$ cat src/hdl/sct_pkg.sv
`default_nettype none
// ----------------------------------------------------------------------------
// sct_pkg
// Shared types and constants for the SI section completeness tracker.
// ----------------------------------------------------------------------------
package sct_pkg;

   localparam int WORD_W     = 64;
   localparam int LEN_W      = 9;
   localparam int IDX_MAX_W  = 8;
   localparam int WIDX_MAX_W = 2;

   localparam logic [4:0] WRAP_NEW_BELOW = 5'd12;
   localparam logic [4:0] WRAP_OLD_FROM  = 5'd24;

   localparam logic [2:0] STAT_NEXT            = 3'd0;
   localparam logic [2:0] STAT_OLD_VERSION     = 3'd1;
   localparam logic [2:0] STAT_REPEAT          = 3'd2;
   localparam logic [2:0] STAT_OK              = 3'd3;
   localparam logic [2:0] STAT_COMPLETE        = 3'd4;
   localparam logic [2:0] STAT_REPEAT_COMPLETE = 3'd5;
   localparam logic [2:0] STAT_TABLE_FULL      = 3'd6;
   localparam logic [2:0] STAT_BAD_SECTION     = 3'd7;

   localparam logic OP_TRACK = 1'b0;
   localparam logic OP_CLEAR = 1'b1;

   typedef struct packed {
      logic                 hit;
      logic [IDX_MAX_W-1:0] hit_idx;
      logic                 free;
      logic [IDX_MAX_W-1:0] free_idx;
   } sct_match_type;

   typedef struct packed {
      logic all_set;
      logic old_bit;
   } sct_word_type;

   function automatic logic newer_version(input logic [4:0] vn, input logic [4:0] old);
      return (vn > old) || ((vn < WRAP_NEW_BELOW) && (old >= WRAP_OLD_FROM));
   endfunction

endpackage
`default_nettype wire

$ cat src/hdl/sct_lookup.sv
`default_nettype none
// ----------------------------------------------------------------------------
// sct_lookup
// Key match and first free entry search over the entry table.
// ----------------------------------------------------------------------------
module sct_lookup #(
   parameter int MAX_TABLES = 16
) (
   input  wire logic [MAX_TABLES-1:0]       valid,
   input  wire logic [MAX_TABLES-1:0][15:0] keys,
   input  wire logic [15:0]                 key,
   output sct_pkg::sct_match_type           match
);
   import sct_pkg::*;

   always_comb begin
      match = '0;
      for (int i = MAX_TABLES - 1; i >= 0; i--) begin
         if (valid[i] && (keys[i] == key)) begin
            match.hit     = 1'b1;
            match.hit_idx = IDX_MAX_W'(i);
         end
         if (!valid[i]) begin
            match.free     = 1'b1;
            match.free_idx = IDX_MAX_W'(i);
         end
      end
   end

endmodule
`default_nettype wire

$ cat config.mk
export PLATFORM = sky130hd
export DESIGN_NAME = sct_lookup
export DESIGN_NICKNAME = d
export VERILOG_FILES = /design/src/hdl/sct_pkg.sv /design/src/hdl/sct_lookup.sv
export SDC_FILE = /design/constraint.sdc
export NUM_CORES = 1
export LEC_CHECK = 0
export BUFFER_PORTS_ARGS = -buffer_cell sky130_fd_sc_hd__buf_4
export CAP_MARGIN = 0
export CORE_AREA = 2 2 120 122
export DETAILED_ROUTE_END_ITERATION = 8
export DIE_AREA = 0 0 122 124
export PLACE_DENSITY = 0.63
export SLEW_MARGIN = 10
export SYNTH_ARGS = -nofsm -noshare
export SYNTH_HDL_FRONTEND = slang
export SYNTH_SLANG_ARGS = --single-unit
export TNS_END_PERCENT = 50
$ cat constraint.sdc
create_clock -name vclk -period 1.6
set_input_delay 0 -clock vclk [all_inputs]
set_output_delay 0 -clock vclk [all_outputs]
set_load 0.05 [all_outputs]
==> impl_results.md <==
* Vias at 4642
* Total core area at 13700 µm²
* First-pass GRT wire length at 27.4 mm
* Avg WL per Cell at 19.9 µm
* Number of global-route vias before repair at 4767
* Count leader, synth: xnor2_1
* N_diodes at 0
* Die Y at 124 µm
* Total power at 1.92 mW
* Fmax at 508 MHz
* Post-Synthesis Cells at 453
* Total Routed Length at 19.8 mm
* Crit path max-delay cell type: nor4_2
* CP most frequent cell: a211oi_2
* Worst IR Drop VDD at 173 µV
* Iter 0 DRT Violations at 136
* Leakage at 3.18 nW
* CP bufs+invs at 2
* Pwr/cell area at 268 nW/µm²
* Share of layout cells above drive strength 1 at 56.9%
* Via/cell ratio at 4.66
* Hold Violations, Final at 0
* Initial antenna violation count at 0
* WS Path Type: in2out
* Ports at 306
* CP required at 1.60 ns
* Site row count at 43
* Largest area contributor in the netlist: xnor2_1
* Fillcell total at 1349
* Yosys top cell area share at 42.8%
* Gp weighted congestion at 0.893
* Levels on crit path at 10
* Clock buf count at 0
* Final worst-path cycle share at 123%
* ANT nets after route at 0
* Number of sequential cells at 0
* CP Launch Type: primary input
* Violated checks: setup timing
* CP top delay family: compound AO/OA/AOI/OAI gates
* Dpl cells at 980
* Final worst slack at -0.370 ns
* Fraction of power consumed by sequential logic at 0%
* Post-CTS Hold Buffers at 0
* GRT overflow at 0
* Fin nets at 1106
* Status: complete, but fails checks
* Initial Util at 25.7%
* WP data arrival at 1.97 ns
* Area of the multi-input gates at 3690 µm²
* First-pass DRT Iterations at 4
* Yosys warns at 0
* Setup violations, final at 5
* IO Port Bufs at 298
* Post-DP Area at 6490 µm²
* Net Sw Frac at 43.0%
* Worst hold margin at 0.355 ns
* Max cap viols at 0
* Sw Pwr at 0.828 mW
* Max incr delay on CP at 0.31 ns
* Clk pwr share at 0%
* Hold path depth at 3
* Pint at 1.10 mW
* Minimum clock period at 1.97 ns
* RSZ-0062 raised after global routing: true
* Synth area leaders: xnor2_1 (43%), xor2_1 (21%), nand4_1 (8.0%)
* Die Width at 122 µm
* Cell area after layout at 7180 µm²
* Largest net degree at the start of global routing at 14
* Critical path endpoint category: output port
* Mapped Area at 3520 µm²
* Area growth, synth to finish at 104%
* Hold Crit Class: in2out
* Detail Placement HPWL at 17.0 mm
* Combinational group share of total power at 100.0%
* Syn avg cell area at 7.78 µm²
* Seq/Total Area, Yosys at 0%
* Post-synth top cells: xnor2_1 (172), xor2_1 (84), nand4_1 (45)
* Post-Layout Cell Count at 996
* Post-Route Setup TNS at -1.65 ns
* Crit-path cells: buf_4 > xor2_1 > nor4_2 > nand4_1 > a211oi_2 > o21ai_2 > a211oi_2 > o41ai_4 > a31oi_4 > buf_6
* Count of cell types in the netlist at 31
* Remaining DRCs at 0
* Critical Path Fanout Max at 8
* Register area at 0 µm²
* Slew Limit Fails at 0
* Die ar. at 15100 µm²
* Tot GR Track Use at 24.3%
## layer usage
metal  up-vias  GRT usage [%]  routed length [µm]
met1      2129           29.1                7590
met3        20           5.08                1820
li1       2243              -                   -
met4         0           4.09                 312
met2       250           45.2               10000
met5         -              0                   0
## stage by stage
stage / worst slack (ns) / util [%]
final: -0.370 / 52.3
after global routing: -0.501 / 52.3
after CTS: -0.574 / 49.4
after detailed placement: -0.699 / 47.3
after global placement: -0.699 / 47.3
after floorplan: -0.107 / -
## worst min-delay path: cells and delay by family
family	cells	cell delay, ns
buffers and inverters	2	0.28
AO/OA/AOI/OAI	1	0.08
## logic make-up (layout without fill, tap and decap cells)
kind of cell | count (synthesis) | in the layout | share of synthesized area [%]
buffers and inverters | 45 | 401 | 10.1
xor gates and xnor gates | 256 | 256 | 63.7
other | 1 | 8 | 0.106
AOI/OAI and AO/OA | 21 | 21 | 3.84
and+or+nand+nor | 130 | 130 | 22.3
## area by class of cell
class              instances  share of cell area (%)
inverters                  5                   0.262
repair buffers           396                    45.2
multi-input cells        415                    51.4
well taps                180                    3.14
## power groups by stage
stage / clock network [mW] / logic, mW / registers [mW]
final: 0 / 1.92 / 0
after global routing: 0 / 2.04 / 0
after CTS: 0 / 1.82 / 0
after detailed placement: 0 / 1.75 / 0
after global placement: 0 / 1.75 / 0
after floorplan: 0 / 0.890 / 0
## layout by cell type (no fill, tap or decap), drive strengths merged
| cell type | count |
|---|---|
| a211oi | 2 |
| a21boi | 3 |
| a21oi | 2 |
| a2bb2o | 1 |
| a31oi | 5 |
| and2 | 2 |
| buf | 395 |
| clkbuf | 1 |
| conb | 8 |
| inv | 5 |
| nand2 | 17 |
| nand2b | 3 |
| nand3 | 8 |
| nand3b | 1 |
| nand4 | 45 |
| nor2 | 6 |
| nor2b | 3 |
| nor3 | 10 |
| nor3b | 2 |
| nor4 | 31 |
| o211ai | 1 |
| o21ai | 6 |
| o41ai | 1 |
| or2 | 2 |
| xnor2 | 172 |
| xor2 | 84 |
## final timing paths
path	startpoint	to	slack, ns
max	key[11]	match[9]	-0.37
min	valid[2]	match[1]	0.35
## timing repair
action	CTS	global route
resized for setup	49	50
endpoints found under the setup margin	5	5
buffers inserted	4	12
gates cloned	0	1
pin swaps	21	30
(Power assumes the default switching activity.)
