==> config.mk <==
export PLATFORM = sky130hd
export DESIGN_NAME = sct_word_unit
export DESIGN_NICKNAME = d
export VERILOG_FILES = /design/src/hdl/sct_pkg.sv /design/src/hdl/sct_word_unit.sv
export SDC_FILE = /design/constraint.sdc
export NUM_CORES = 1
export LEC_CHECK = 0
export ABC_AREA = 1
export BUFFER_PORTS_ARGS = -buffer_cell sky130_fd_sc_hd__buf_2
export CORE_ASPECT_RATIO = 1.75
export CORE_MARGIN = 5
export CORE_UTILIZATION = 50
export DETAILED_ROUTE_END_ITERATION = 12
export GPL_ROUTABILITY_DRIVEN = 0
export PLACE_DENSITY = 0.81
export SYNTH_ARGS = -nofsm -noshare
export SYNTH_HDL_FRONTEND = slang
export SYNTH_SLANG_ARGS = --single-unit
==> constraint.sdc <==
create_clock -name vclk -period 2.4
set_input_delay 0.12 -clock vclk [all_inputs]
set_output_delay 0.12 -clock vclk [all_outputs]
set_load 0.1 [all_outputs]
==> src/hdl/sct_pkg.sv <==
`default_nettype none
// ----------------------------------------------------------------------------
// sct_pkg
// Shared types and constants for the SI section completeness tracker.
// ----------------------------------------------------------------------------
package sct_pkg;

   localparam int WORD_W     = 64;
   localparam int LEN_W      = 9;
   localparam int IDX_MAX_W  = 8;
   localparam int WIDX_MAX_W = 2;

   localparam logic [4:0] WRAP_NEW_BELOW = 5'd12;
   localparam logic [4:0] WRAP_OLD_FROM  = 5'd24;

   localparam logic [2:0] STAT_NEXT            = 3'd0;
   localparam logic [2:0] STAT_OLD_VERSION     = 3'd1;
   localparam logic [2:0] STAT_REPEAT          = 3'd2;
   localparam logic [2:0] STAT_OK              = 3'd3;
   localparam logic [2:0] STAT_COMPLETE        = 3'd4;
   localparam logic [2:0] STAT_REPEAT_COMPLETE = 3'd5;
   localparam logic [2:0] STAT_TABLE_FULL      = 3'd6;
   localparam logic [2:0] STAT_BAD_SECTION     = 3'd7;

   localparam logic OP_TRACK = 1'b0;
   localparam logic OP_CLEAR = 1'b1;

   typedef struct packed {
      logic                 hit;
      logic [IDX_MAX_W-1:0] hit_idx;
      logic                 free;
      logic [IDX_MAX_W-1:0] free_idx;
   } sct_match_type;

   typedef struct packed {
      logic all_set;
      logic old_bit;
   } sct_word_type;

   function automatic logic newer_version(input logic [4:0] vn, input logic [4:0] old);
      return (vn > old) || ((vn < WRAP_NEW_BELOW) && (old >= WRAP_OLD_FROM));
   endfunction

endpackage
`default_nettype wire

==> src/hdl/sct_word_unit.sv <==
`default_nettype none
// ----------------------------------------------------------------------------
// sct_word_unit
// One 64-bit bitmap word step: trim to length, mark section, check fill.
// ----------------------------------------------------------------------------
module sct_word_unit (
   input  wire logic [sct_pkg::WORD_W-1:0]     word_cur,
   input  wire logic [sct_pkg::WIDX_MAX_W-1:0] word_idx,
   input  wire logic [sct_pkg::LEN_W-1:0]      len,
   input  wire logic [7:0]                     sec,
   input  wire logic                           set_en,
   output logic      [sct_pkg::WORD_W-1:0]     word_new,
   output sct_pkg::sct_word_type               flags
);
   import sct_pkg::*;

   logic [LEN_W-1:0]  base;
   logic [LEN_W-1:0]  rel;
   logic [WORD_W-1:0] mask;
   logic              sec_here;
   logic [WORD_W-1:0] sec_bit;

   assign base     = {1'b0, word_idx, 6'b0};
   assign rel      = len - base;
   assign sec_here = (sec[7:6] == word_idx);
   assign sec_bit  = (set_en && sec_here) ? (WORD_W'(1) << sec[5:0]) : '0;

   always_comb begin
      priority if (len <= base) begin
         mask = '0;
      end else if (rel >= LEN_W'(WORD_W)) begin
         mask = '1;
      end else begin
         mask = (WORD_W'(1) << rel[5:0]) - WORD_W'(1);
      end
   end

   assign word_new      = (word_cur & mask) | sec_bit;
   assign flags.all_set = &(word_new | ~mask);
   assign flags.old_bit = sec_here & word_cur[sec[5:0]];

endmodule
`default_nettype wire

==> results of run 1 <==
metrics by stage:
stage / util [%] / hold slack (ns)
3_5_place_dp: 91.03 / 0.6606
2_1_floorplan: - / 0.5327
3_3_place_gp: 91.03 / 0.6514
logic make-up after synthesis:
kind of cell	count (synthesis)	share of synthesized area, %
buf+inv	202	15.52
xor+xnor	2	0.3416
fa+ha+maj	4	1.122
simple gates	793	69.90
compound gates	108	13.13
==> impl_metrics.tcl, run 1 <==
set metrics [dict create \
    chipWidth_um 86.56 \
    failed_stage "clock tree synthesis" \
    number_of_warnings_reported_in_the_yosys_synthesis_log 0 \
    error "[ERROR DPL-0033] detailed placement checks failed during check placement." \
    post-synth-top-area-cell "nand2_1" \
    result_of_the_run "stopped before the end" \
    syn_area_per_cell_sq_um 4.625 \
    initial_utilization_pct 50.39 \
    yosys-top-cells-area "nand2_1, nand3_1, nor2_1" \
    synth_top_cells_by_count "nand2_1, nand3_1, nor2_1" \
    post_cts_hold_buffer_count 0 \
    die_height_um 144.0 \
    synthesized_netlist_net_count 1197 \
    detailed_place_hpwl_mm 29.82 \
    post-place-cells 1625 \
    synth_cell_type_count 43 \
    post_synthesis_instance_area_sq_mm 0.005129 \
    sequential_to_total_area_share_from_yosys_stat_pct 0 \
    portBuffers 150 \
    ctsResizeCount 143 \
    placed_cell_area_sq_mm 0.009264 \
    placement.setup.worst_slack_ns -0.6857 \
    cts.repair_timing.setup_buffer_count 20 \
    synth_most_common_cell "nand2_1" \
    row_count 49 \
    synth_top_area_share_pct 23.79 \
    floorplan.io_pins 150 \
    postSynthCellCount 1109 \
]
==> run 2: changes to the inputs <==
Settings changed: CORE_ASPECT_RATIO 1.75 to unset, CORE_UTILIZATION 50 to 40, PLACE_DENSITY 0.81 to unset, PLACE_DENSITY_LB_ADDON set to 0.15.
Clock period 2.4 ns to 3.12 ns, I/O delays scaled along.
==> impl_metrics.tcl, run 2 <==
set metrics [dict create \
    nNetsFinal 1364 \
    crit_chain "buf_2, buf_4, nand2_4, nor2_4, nand2_1, nand2_1, nor2_2, nand2_1, nor2_4, buf_4, nand2_1, nand2_1, nand3_1, nand4_1, nand3_1, nor2_1, nand2_1, nor2_2, nand3_2, nor2_4, buf_12" \
    routedWlPerCell_um 19.01 \
    floorplan.die_area_sq_mm 0.01519 \
    grt_pass1_vias 7934 \
    max_cap_violations 0 \
    finalHoldViolCount 0 \
    synth_top_area_share_pct 23.79 \
    dr_vias 8838 \
    postSynthCellCount 1109 \
    globalRouteTotalUtil_pct 34.11 \
    syn_area_per_cell_sq_um 4.625 \
    drc_errors 0 \
    sequential_to_total_area_share_from_yosys_stat_pct 0 \
    synth_most_common_cell "nand2_1" \
    row_count 41 \
    yosys-top-cells-area "nand2_1, nand3_1, nor2_1" \
    post-synth-top-area-cell "nand2_1" \
    worst_path_dominant_cell_family "simple AND/OR/NAND/NOR gates" \
    overflow 0 \
    sequential_cell_area_sq_um 0 \
    critPathKind "in -> out" \
    initial_utilization_pct 40.64 \
    crit_path_top_delay_cell "nor2_4" \
    post_synthesis_instance_area_sq_mm 0.005129 \
    timing.critical_path.to_type "primary output" \
    synthesized_netlist_net_count 1197 \
    maximum_number_of_pins_on_one_net_before_global_route_repair 65 \
    number_of_antenna_violations_at_the_first_check_in_global_routing 0 \
    layout-drive-gt1-share_pct 24.25 \
    power_mw 1.942 \
    grt_first_pass_wirelength_mm 40.94 \
    antennaDiodeCount 0 \
    die_height_um 123.2 \
    area_growth_syn_to_layout_pct 45.06 \
    tightest_slew_ns 0.6142 \
    max_clock_freq_mhz 328.6 \
    p_per_area_mw_per_mm2 261.1 \
    slew_violations 0 \
    setup_viol_count_final 0 \
    hp-class "in -> out" \
    number_of_warnings_reported_in_the_yosys_synthesis_log 0 \
    cpPeakStageDelay_ns 0.22 \
    start_kind "primary input" \
    hold_ws_ns 0.7326 \
    final_cell_mix "nand2_1, nand3_1, inv_1" \
    synth_top_cells_by_count "nand2_1, nand3_1, nor2_1" \
    drt_iter0_drc 1471 \
    cp.required_ns 2.96 \
    postRouteAntennaNets 0 \
    timing.critical_path.buf_inv 4 \
    detailed_place_hpwl_mm 22.26 \
    design.core.area_sq_mm 0.01262 \
    floorplan.io_pins 150 \
    final.min_clock_period_ns 3.044 \
    critPathMostFrequentCell "nand2_1" \
    slew_headroom_pct 58.68 \
    post_cts_hold_buffer_count 0 \
    synth_cell_type_count 43 \
    ir_drop_uv 220.2 \
    timing.critical_path.fanout_max 17 \
    result_of_the_run "complete, no violations" \
    power.static_leakage_nw 4.284 \
    fin_crit_sh_pct 97.55 \
    crit_arrival_ns 2.89 \
    final_common_cell "nand2_1" \
    drt_pre_antenna_iters 9 \
    n_clock_buffer 0 \
    detail_route.vias_per_cell 6.112 \
    portBuffers 150 \
    chipWidth_um 123.2 \
    seq_cells 0 \
    wirelength_routed_mm 27.49 \
]
==> run 2: cell type report <==
type,count,area (sq um)
tap,172,215.2
timing repair buffer,220,2082
multi-input combinational,908,4588
fill,1329,5180
inverter,146,554.3
==> run 2: worst paths after layout <==
kind / slack [ns] / endpoint / startpoint / cells after the start
worst min-delay path: 0.73 / word_new[1] / word_cur[1] / 4
worst max-delay path: 0.08 / flags[1] / len[3] / 21
==> run 2: cells by family after synthesis <==
group / count (synthesis) / share of synthesized area [%]
buf+inv: 202 / 15.52
fa+ha+maj: 4 / 1.122
compound gates: 108 / 13.13
simple gates: 793 / 69.90
xor+xnor: 2 / 0.3416
==> run 2: worst min-delay path: stages <==
cell     delay (ns)
buf_2          0.09
nand2_1        0.05
nand2_1        0.10
buf_12         0.18
==> run 2: timing repair <==
action | CTS | global route
endpoints found under the hold margin | 0 | 0
resized for setup | 4 | 51
setup buffers | 3 | 9
pin swaps | 2 | 14
endpoints found under the setup margin | 1 | 1
cloned | 0 | 2
==> run 2: per-layer routing <==
layer | track usage (%) | routed length (um)
met5 | 0 | 0
met4 | 14.33 | 1768
met3 | 6.450 | 3633
met2 | 55.22 | 11920
met1 | 44.29 | 10170
==> run 2: stage by stage <==
step | util (%) | TNS [ns] | worst slack (ns) | instances | area [sq um]
floorplan | - | -0.2551 | -0.2551 | 1109 | 5182
CTS | 56.77 | 0 | 0.004562 | 1435 | 7164
global route | 58.95 | -0.07101 | -0.07101 | 1446 | 7440
finish | 58.95 | 0 | 0.07643 | 1446 | 7440
global placement | 56.46 | -0.04350 | -0.04350 | 1432 | 7126
detailed placement | 56.46 | -0.07004 | -0.07004 | 1432 | 7126
==> run 2: power breakdown <==
| group | leakage (nW) | internal, mW | switching, mW |
|---|---|---|---|
| clock network | 0 | 0 | 0 |
| registers | 0 | 0 | 0 |
| logic | 4.28 | 0.600 | 1.34 |
No activity file was read; power rests on OpenSTA's default activity.
